<file path="src/hdl/hdc_pkg.sv">
// ----------------------------------------------------------------------------
// hdc_pkg
// Shared types and constants of the handheld bus decoder and timer.
// ----------------------------------------------------------------------------
`default_nettype none

package hdc_pkg;

    // request command codes
    typedef enum logic [1:0] {
        CMD_READ  = 2'd0,
        CMD_WRITE = 2'd1,
        CMD_TICK  = 2'd2,
        CMD_LOAD  = 2'd3
    } cmd_t;

    // cpu map regions, taken from address bits 15:13
    typedef enum logic [2:0] {
        REGION_WRAM  = 3'd0,
        REGION_IO    = 3'd1,
        REGION_VRAM  = 3'd2,
        REGION_HOLE  = 3'd3,
        REGION_ROMB0 = 3'd4,
        REGION_ROMB1 = 3'd5,
        REGION_ROMF0 = 3'd6,
        REGION_ROMF1 = 3'd7
    } region_t;

    // which memory answered the last read
    typedef enum logic [1:0] {
        RD_WRAM = 2'd0,
        RD_VRAM = 2'd1,
        RD_ROM  = 2'd2
    } rdsrc_t;

    // i/o register addresses
    localparam logic [15:0] ADDR_PAD    = 16'h2020;
    localparam logic [15:0] ADDR_TIMER  = 16'h2023;
    localparam logic [15:0] ADDR_SYSCTL = 16'h2026;
    localparam logic [7:0]  PAD_IDLE    = 8'hff;

    // ram geometry
    localparam int unsigned RAM_BYTES = 8192;
    localparam int unsigned RAM_AW    = $clog2(RAM_BYTES);
    localparam int unsigned ROM_WIN   = 16384;
    localparam int unsigned ROM_WIN_AW = $clog2(ROM_WIN);

    // system control bits
    localparam int unsigned CTRL_IRQ_EN_BIT = 1;
    localparam int unsigned CTRL_SLOW_BIT   = 4;
    localparam int unsigned CTRL_BANK_LSB   = 5;

    // prescaler: fast period is 2**PRESC_FAST_SH ticks, slow period wraps the counter
    localparam int unsigned PRESC_W       = 14;
    localparam int unsigned PRESC_FAST_SH = 8;

    // input request
    typedef struct packed {
        cmd_t        cmd;
        logic [15:0] bus_addr;
        logic [7:0]  write_data;
        logic [16:0] rom_load_addr;
    } in_t;

    // result
    typedef struct packed {
        logic [7:0] read_data;
        logic       irq_raise;
        logic       irq_pending;
    } out_t;

    // register file answer for the current request
    typedef struct packed {
        logic [7:0] io_rd;
        logic       irq_raise;
        logic       irq_pending;
    } regs_res_t;

    // ram access for the current request
    typedef struct packed {
        logic              wram_we;
        logic              vram_we;
        logic              rom_we;
        logic              wram_re;
        logic              vram_re;
        logic              rom_re;
        logic [RAM_AW-1:0] ram_addr;
        logic [7:0]        wdata;
    } mem_req_t;

endpackage

`default_nettype wire

</file>
<file path="src/hdl/hdc_regs.sv">
// ----------------------------------------------------------------------------
// hdc_regs
// Timer, prescaler, system control and irq status registers.
// ----------------------------------------------------------------------------
`default_nettype none

module hdc_regs (
    input  wire logic              aclk,
    input  wire logic              aresetn,
    input  wire logic              en,
    input  wire hdc_pkg::in_t      req,
    output hdc_pkg::regs_res_t     res,
    output logic [2:0]             rom_bank
);
    import hdc_pkg::*;

    logic [7:0]         timer_reg, timer_next;
    logic [PRESC_W-1:0] presc_reg, presc_next;
    logic [7:0]         ctrl_reg, ctrl_next;
    logic               irq_reg, irq_next;
    logic [PRESC_W-1:0] presc_inc;
    logic               step;
    logic               expire;

    // next register values, irq result and i/o read value for this request
    always_comb begin
        timer_next = timer_reg;
        presc_next = presc_reg;
        ctrl_next  = ctrl_reg;
        irq_next   = irq_reg;
        expire     = 1'b0;
        presc_inc  = presc_reg + PRESC_W'(1);
        // slow period only ends on wrap; fast one also ends once the count reaches 256
        if (ctrl_reg[CTRL_SLOW_BIT]) begin
            step = (presc_inc == '0);
        end else begin
            step = (presc_inc == '0) || (presc_inc[PRESC_W-1:PRESC_FAST_SH] != '0);
        end
        case (req.cmd)
            CMD_WRITE: begin
                if (req.bus_addr == ADDR_TIMER) begin
                    timer_next = req.write_data;
                    presc_next = '0;
                    expire     = (req.write_data == 8'd0);
                end else if (req.bus_addr == ADDR_SYSCTL) begin
                    ctrl_next = req.write_data;
                end
            end
            CMD_TICK: begin
                // a stopped timer ignores ticks
                if (timer_reg != 8'd0) begin
                    presc_next = presc_inc;
                    if (step) begin
                        presc_next = '0;
                        timer_next = timer_reg - 8'd1;
                        expire     = (timer_reg == 8'd1);
                    end
                end
            end
            default: ;
        endcase
        if (expire) begin
            irq_next = 1'b1;
        end
        res.irq_raise   = expire && !irq_reg && ctrl_reg[CTRL_IRQ_EN_BIT];
        res.irq_pending = irq_next;
        // i/o read value
        if (req.bus_addr == ADDR_PAD) begin
            res.io_rd = PAD_IDLE;
        end else if (req.bus_addr == ADDR_TIMER) begin
            res.io_rd = timer_reg;
        end else begin
            res.io_rd = 8'd0;
        end
    end

    assign rom_bank = ctrl_reg[CTRL_BANK_LSB +: 3];

    // register update on each accepted request
    always_ff @(posedge aclk) begin
        if (!aresetn) begin
            timer_reg <= '0;
            presc_reg <= '0;
            ctrl_reg  <= '0;
            irq_reg   <= 1'b0;
        end else if (en) begin
            timer_reg <= timer_next;
            presc_reg <= presc_next;
            ctrl_reg  <= ctrl_next;
            irq_reg   <= irq_next;
        end
    end

endmodule

`default_nettype wire

</file>
<file path="config.mk">
export PLATFORM = sky130hd
export DESIGN_NAME = hdc_regs
export DESIGN_NICKNAME = d
export VERILOG_FILES = /design/src/hdl/hdc_pkg.sv /design/src/hdl/hdc_regs.sv
export SDC_FILE = /design/constraint.sdc
export NUM_CORES = 1
export LEC_CHECK = 0
export BUFFER_PORTS_ARGS = -buffer_cell sky130_fd_sc_hd__buf_2
export CAP_MARGIN = 20
export CORE_MARGIN = 3
export CORE_UTILIZATION = 56
export CTS_CLUSTER_DIAMETER = 100
export DETAILED_ROUTE_END_ITERATION = 10
export GPL_TIMING_DRIVEN = 0
export MAX_ROUTING_LAYER = met4
export PLACE_DENSITY = 0.84
export SYNTH_ARGS = -nofsm -noshare
export SYNTH_HDL_FRONTEND = slang
export SYNTH_SLANG_ARGS = --single-unit
</file>
<file path="constraint.sdc">
create_clock -name aclk -period 4.85 [get_ports aclk]
set_input_delay 0 -clock aclk [delete_from_list [all_inputs] [get_ports aclk]]
set_output_delay 0 -clock aclk [all_outputs]
set_load 0.03 [all_outputs]
</file>
Word level (Yosys, flattened, before mapping)
Index checks and enable logic that the tools add are counted.
{ "classes": {"n_addsub": 2, "eq_ne": 9, "muxes": 16, "bitwise": 1, "reduce_logical": 12} }
{ "op_table": {"columns": ["operator", "n"], "rows": [
  ["$eq A16 B14 Y1 const B", 3],
  ["$mux W14", 3],
  ["$mux W8", 5],
  ["$pmux W14 S2", 1],
  ["$pmux W8 S2", 1],
  ["$add A14 B1 Y14 const B", 1],
  ["$logic_not A14 Y1", 1],
  ["$eq A8 B1 Y1 const B", 1],
  ["$logic_not A8 Y1", 1],
  ["$reduce_and A4 Y1", 2],
  ["$reduce_bool A8 Y1", 1],
  ["$sub A8 B1 Y8 const B", 1],
  ["$ne A2 B2 Y1 const B", 3],
  ["$reduce_bool A6 Y1", 1],
  ["$mux W1", 5],
  ["$reduce_and A5 Y1", 1],
  ["$eq A2 B1 Y1 const B", 1],
  ["$eq A2 B2 Y1 const B", 1],
  ["$logic_and A1 B1 Y1", 2],
  ["$pmux W1 S2", 1],
  ["$reduce_bool A2 Y1", 1],
  ["$logic_not A1 Y1", 1],
  ["$logic_or A1 B1 Y1", 1],
  ["$not A1 Y1", 1]
]} }
{ "totals": {"reg_bits": 31, "input_bits": 46, "out_inout_bits": 13, "elab_cells": 44} }

Longest topological paths before layout
Gate-level depths: netlist of run 1.
{ "depth": {"ltp_word": 9, "depth_mapped": 10, "depth_no_buf": 9} }

Least setup slack after synthesis of run 1
Ideal clock, no wire load.
{ "synth_timing": {"kind": "flip-flop to output port", "from": "register presc_reg[0]", "to": "output res[1] (netlist name)", "t_arrival_ns": 3.040, "path_slack_ns": 1.810, "stages_incl_launch_ff": 9, "cell_sequence": "dfxtp_1 ha_1 clkbuf_1 and4_1 mux2i_1 a211o_1 a221oi_1 nor2_1 nor4b_1"} }
{ "synth_lines": {"columns": ["item", "line", "text"], "rows": [
  ["start, declared", "hdc_regs.sv:18", "logic [PRESC_W-1:0] presc_reg, presc_next;"],
  ["start signal, assigned", "hdc_regs.sv:88", "presc_reg <= presc_next;"],
  ["end, declared", "hdc_regs.sv:12", "output hdc_pkg::regs_res_t res,"]
]} }

==> flow_summary.toml, run 1 <==
[timing]
worst_pin_slew_ns = 0.804
period_needed_ns = 3.27
fmax_mhz = 305
finalHoldViolations = 0
layout_setup_ws_ns = 1.58
slew_viol_final = 0
rsz0062_at_grt = "no"
fin_crit_sh_pct = 67.5
whs_ns = 0.00987
tns_ns = 0
relSlewSlack_pct = 45.7
clock-skew-final_ns = 0.00369
finalSetupViolCount = 0

[worst_setup_path]
path_class = "reg2out"
max_stage_delay_ns = 0.53
crit_end = "res[1]"
r2r_cells = 9
cp-startpoint = "presc_reg[0]"
start_kind = "register"
regToRegSetupSlack_ns = 1.94
cp.arrival_ns = 3.27
crit_chain = "ha_1, clkbuf_1, and4_1, mux2i_1, a211o_1, a221oi_1, nor2_1, nor4b_1, buf_2"
setup.worst_path.end_class = "output port"
reg2reg_from = "presc_reg[0]"
worst_path_max_delay_cell = "dfxtp_1"
timing.rr.end = "presc_reg[4]"
critPathRequiredTime_ns = 4.85
worstPathMaxFanout = 10

[detailed_routing]
first_iter_violations = 181
num_vias = 2025
drt-total-wl_mm = 5.02
drc = 0
drt_pass1_iterations = 4
post_drt_wl_per_cell_um = 14.5
avgViaCountPerCell = 5.87
ant_nets = 0

[synthesis]
syn-num-nets = 302
synth_warnings = 0
ys.flop_type = "dfxtp_1"
ys_seq_area_share_pct = 27.5
ys_ff_latch = 28
async_flop_share_pct = 0
synth-edff-count = 0
synth_cells = 249
yosys.cell_types.count = 61
synth_area_um2 = 2040
post_synth.cell_area_avg_um2 = 8.20

[global_routing]
grt_max_degree = 16
overflow = 0
grt_pass1_wl_mm = 8.38
grt_use_total_pct = 24.6
grt_pass1_vias = 1812
antenna_found_initial = 0

[power_and_ir_drop]
ir_drop_mv = 0.118
p_leak_nw = 0.982
powerDensity_nw_per_um2 = 184

[placement]
io_buffers = 40
dp_hpwl_mm = 3.63
placed_area_um2 = 2300
place_ws_ns = 1.97
place_inst = 335
gp_congestion = 0.917

[floorplan]
fp.dieW_um = 66.4
num_rows = 21
die_y_um = 66.4
ios = 59
start_util_pct = 59.7
core_um2 = 3420
dieArea_um2 = 4400

[clocking]
htree_levels = 1
clkLatencyLatePin_ns = 0.34
cts.sinks = 28
cts_buffer_depth = 2
clk_pin_slew_ns = 0.16
cts_made_buffers = 3
cts_tree = "yes"
cts-root-buf = "clkbuf_4"

[run]
max_cap_violations = 0

[outcome]
outcome = "completed"

[finish]
nFillCells = 291
drive_gt1_share_pct = 26.8
nets = 353
final_cells = 345
largest_reg_flops = 14
diodes = 0
fin_area_um2 = 2390
area_growth_pct = 17.4

[hold_path]
hp-class = "in2reg"
-- area by class of cell --
class	instances	area, um^2	area share [%]
flip-flops and latches	28	561	23.4
clock buffers	4	36.3	1.52
well taps	46	57.6	2.40
plain buffers	14	106	4.44
multi-input cells	196	1330	55.6
repair buffers	46	260	10.9
inverters	11	41.3	1.72
-- cells in the final DEF (no fill, tap or decap), drive strengths merged, types with 3 or more instances in the layout --
cell type	instances
nor2	28
nand4	9
nand2	27
o31ai	3
dlygate4sd3	6
inv	10
and3	6
and2	4
nand3	13
nor4	4
xnor2	3
buf	51
or3	3
clkbuf	7
o21ai	15
dfxtp	28
mux2i	7
nor4b	5
nor3	6
and4	3
ha	7
a31oi	3
xor2	10
o211ai	3
nor2b	3
a21oi	4
-- worst min path at each step --
stage	startpoint	end	slack, ns	depth (start not counted)
detailed placement	req[18]	ctrl_reg[1]	0.28	3
CTS	req[19]	timer_reg[2]	0.01	3
finish	req[19]	timer_reg[2]	0.01	3
global route	req[19]	timer_reg[2]	0.04	3
floorplan	req[18]	ctrl_reg[1]	0.15	2
global placement	req[18]	ctrl_reg[1]	0.27	3
-- where the power goes --
part | switching [mW] | total [mW] | internal (mW) | leakage [nW]
logic | 0.0431 | 0.0768 | 0.0337 | 0.735
clock network | 0.0762 | 0.122 | 0.0461 | 0.0210
registers | 0.00656 | 0.241 | 0.234 | 0.226
-- cell families (layout without fill, tap and decap cells) --
family	Yosys count	count (layout)	synth area share, %
adders and majority gates	7	7	4.29
muxes	7	7	3.43
buffers and inverters	25	75	7.23
xor gates and xnor gates	13	13	5.58
and+or+nand+nor	123	123	33.5
DFF	28	28	27.5
AOI/OAI and AO/OA	46	46	18.5
-- Yosys cell counts (4+ instances only) --
library cell  instances  area (um^2)
nor4b_1               5         43.8
nand2_1              27          101
nor3_1                6         30.0
nand4_1               9         56.3
xor2_1               10         87.6
nor2_2               10         62.6
o21ai_0              12         60.1
buf_6                 4         45.0
ha_1                  7         87.6
mux2i_1               7         70.1
and3_1                4         25.0
buf_4                 6         45.0
inv_1                 9         33.8
dfxtp_1              28          561
nor2_1               18         67.6
nand3_1              13         65.1
-- critical path, delay by kind of cell (launching register included) --
family | cells | cell delay [ns]
DFF | 1 | 0.53
adders and majority gates | 1 | 0.23
and+or+nand+nor | 3 | 0.67
muxes | 1 | 0.15
buffers and inverters | 2 | 0.58
AOI/OAI and AO/OA | 2 | 0.76
-- per-layer routing --
layer  part of all wire (%)  GRT usage [%]
met4                    1.8           7.87
met3                    5.4           2.38
met2                     47           37.8
met1                     45           33.8
met5                      0              -
-- metrics by stage --
step / utilization [%] / total power [mW]
6_report: 70.1 / 0.440
5_1_grt: 70.1 / 0.458
4_1_cts: 70.1 / 0.440
3_5_place_dp: 67.3 / 0.317
3_3_place_gp: 67.3 / 0.316
2_1_floorplan: - / 0.290
-- what timing repair did --
action / CTS / global route
hold buffers: 6 / 0
buffers inserted: 0 / 0
endpoints found under the hold margin: 15 / 0
gates resized for setup: 0 / 0
Note: power is estimated with default switching activity, not from simulation.
==> inputs of run 2 (changes only) <==
CORE_UTILIZATION = 47   (was 56)
PLACE_DENSITY = 0.75   (was 0.84)
clock period = 2.8 ns   (was 4.85 ns; I/O delays follow)
==> run 2 against run 1 <==
Net effect: the flow now finishes with violations (hold timing); routed wire length up 2.7%; clock power up 120%; register-to-register slack worse by 1.7 ns; non-clock buffer count up 3; sequential cell count unchanged; total power up 84%.
==> flow_summary.toml, run 2 (synthesis results as in run 1) <==
[outcome]
outcome = "finished, violations left"
violations = "hold timing"

[power_and_ir_drop]
swShare_pct = 27.4
p_int_uw = 588
powerDensity_nw_per_um2 = 320
power_frac_comb_pct = 16.4
p_switching_uw = 222
p_leak_nw = 1.02
pwr-share-clk_pct = 32.4
seqPwrFrac_pct = 51.1
ir_drop_mv = 0.203

[placement]
gp_congestion = 0.919
place_ws_ns = -0.0338
placed_area_um2 = 2310
dp_hpwl_mm = 3.57
io_buffers = 40

[detailed_routing]
drt_pass1_iterations = 4
num_vias = 1974
post_drt_wl_per_cell_um = 14.6
first_iter_violations = 159
drc = 0
ant_nets = 0
drt-total-wl_mm = 5.15
avgViaCountPerCell = 5.61

[clocking]
cts_tree = "yes"
clk_pin_slew_ns = 0.11
cts-root-buf = "clkbuf_8"
cts_buffer_depth = 2
htree_levels = 1
cts.sinks = 28
cts_made_buffers = 3
clkLatencyLatePin_ns = 0.28

[worst_setup_path]
worst_path_max_delay_cell = "dfxtp_4"
setup.worst_path.end_class = "output port"
crit_buf_inv = 1
crit_chain = "ha_4, and3_4, and2_4, o311a_4, a211o_4, a221oi_4, nor2_2, nor4b_2, buf_4"
worstPathMaxFanout = 7
cp.arrival_ns = 2.70
path_delay_family = "compound AO/OA/AOI/OAI gates"
path_class = "reg2out"
max_stage_delay_ns = 0.38
start_kind = "register"
critPathRequiredTime_ns = 2.80

[timing]
finalSetupViolCount = 0
layout_setup_ws_ns = 0.103
finalHoldViolations = 1
fmax_mhz = 371
slew_viol_final = 0
whs_ns = -0.00408
relSlewSlack_pct = 47.0
clock-skew-final_ns = 0.00762
period_needed_ns = 2.70
fin_crit_sh_pct = 96.3
worst_pin_slew_ns = 0.789

[floorplan]
dieArea_um2 = 5170
core_um2 = 4090
num_rows = 23
fp.dieW_um = 71.9
ios = 59
start_util_pct = 49.9
die_y_um = 71.9

[finish]
area_growth_pct = 24.0
layout_common_cells = "buf_2 (40), nand2_1 (27), dfxtp_1 (22), nor2_1 (17), buf_4 (15)"
nets = 356
largest_reg_flops = 14
final_common_cell = "buf_2"
fin_area_um2 = 2530
diodes = 0
drive_gt1_share_pct = 34.4

[global_routing]
grt_max_degree = 16
grt_pass1_wl_mm = 8.30
top_usage_layer = "met2"
antenna_found_initial = 0
grt_use_total_pct = 20.1
overflow = 0
gr-usage-met2_pct = 29.9
globalRouteMet1Util_pct = 29.4
grt_pass1_vias = 1770
met3_usage_pct = 2.22

[hold_path]
hp-class = "in2reg"

[run]
max_cap_violations = 0
run 2: cell types whose count changed in the layout (fill, tap and decap cells not counted), moves of 3 or more:
cell	before	now
dfxtp_4	0	3
dfxtp_1	28	22
dfxtp_2	0	3
dlygate4sd3_1	6	2
clkbuf_8	1	4
buf_4	6	15
run 2: path summary, 6_finish.rpt:
kind / cells past startpoint / endpoint / slack, ns / start
setup / recovery: 9 / res[1] / 0.10 / presc_reg[1]
hold / removal: 3 / ctrl_reg[7] / -0.004 / req[24]
setup reg to reg: 9 / presc_reg[6] / 0.24 / presc_reg[1]
hold reg to reg: 2 / irq_reg / 0.49 / irq_reg
run 2: timing repair:
item                       in CTS  in global routing
setup endpoints to repair      14                  2
pin swaps                       1                  7
gates resized for setup         5                 26
buffers inserted                0                  8
hold endpoints to repair        2                  0
hold buffers                    2                  0
run 2: metrics by stage:
stage	util, %	instances	TNS [ns]	hold slack, ns	power (mW)
3_3_place_gp	56.5	339	-0.0242	0.269	0.549
2_1_floorplan	-	249	0	0.147	0.503
4_1_cts	58.7	345	0	0.00590	0.812
5_1_grt	61.9	352	-0.0663	0.0215	0.849
3_5_place_dp	56.5	339	-0.183	0.285	0.549
6_report	61.9	352	0	-0.00408	0.810
run 2: routing by layer:
layer	routed length (um)	vias up
met5	0	-
met4	60	0
met3	296	6
met2	2330	59
met1	2470	906
li1	-	1003
run 2: power by group through the flow:
| stage | clock network [mW] | registers (mW) | logic [mW] |
|---|---|---|---|
| after CTS | 0.269 | 0.416 | 0.127 |
| after global placement | 0 | 0.425 | 0.123 |
| after global routing | 0.286 | 0.416 | 0.148 |
| after floorplan | 0 | 0.422 | 0.0812 |
| after detailed placement | 0 | 0.425 | 0.123 |
| final | 0.263 | 0.414 | 0.133 |
run 2: cell type report:
cell class                      instances  area [um^2]
Buffer                                 13         98.8
Clock buffer                            4         55.1
Fill cell                             364         1560
Inverter                               11         41.3
Multi-Input combinational cell        196         1410
Sequential cell                        28          576
Tap cell                               50         62.6
Timing Repair Buffer                   50          283
run 2: tightest hold or removal path, stage by stage:
cell	delay, ns
buf_2	0.11
mux2i_1	0.07
nor2_1	0.07
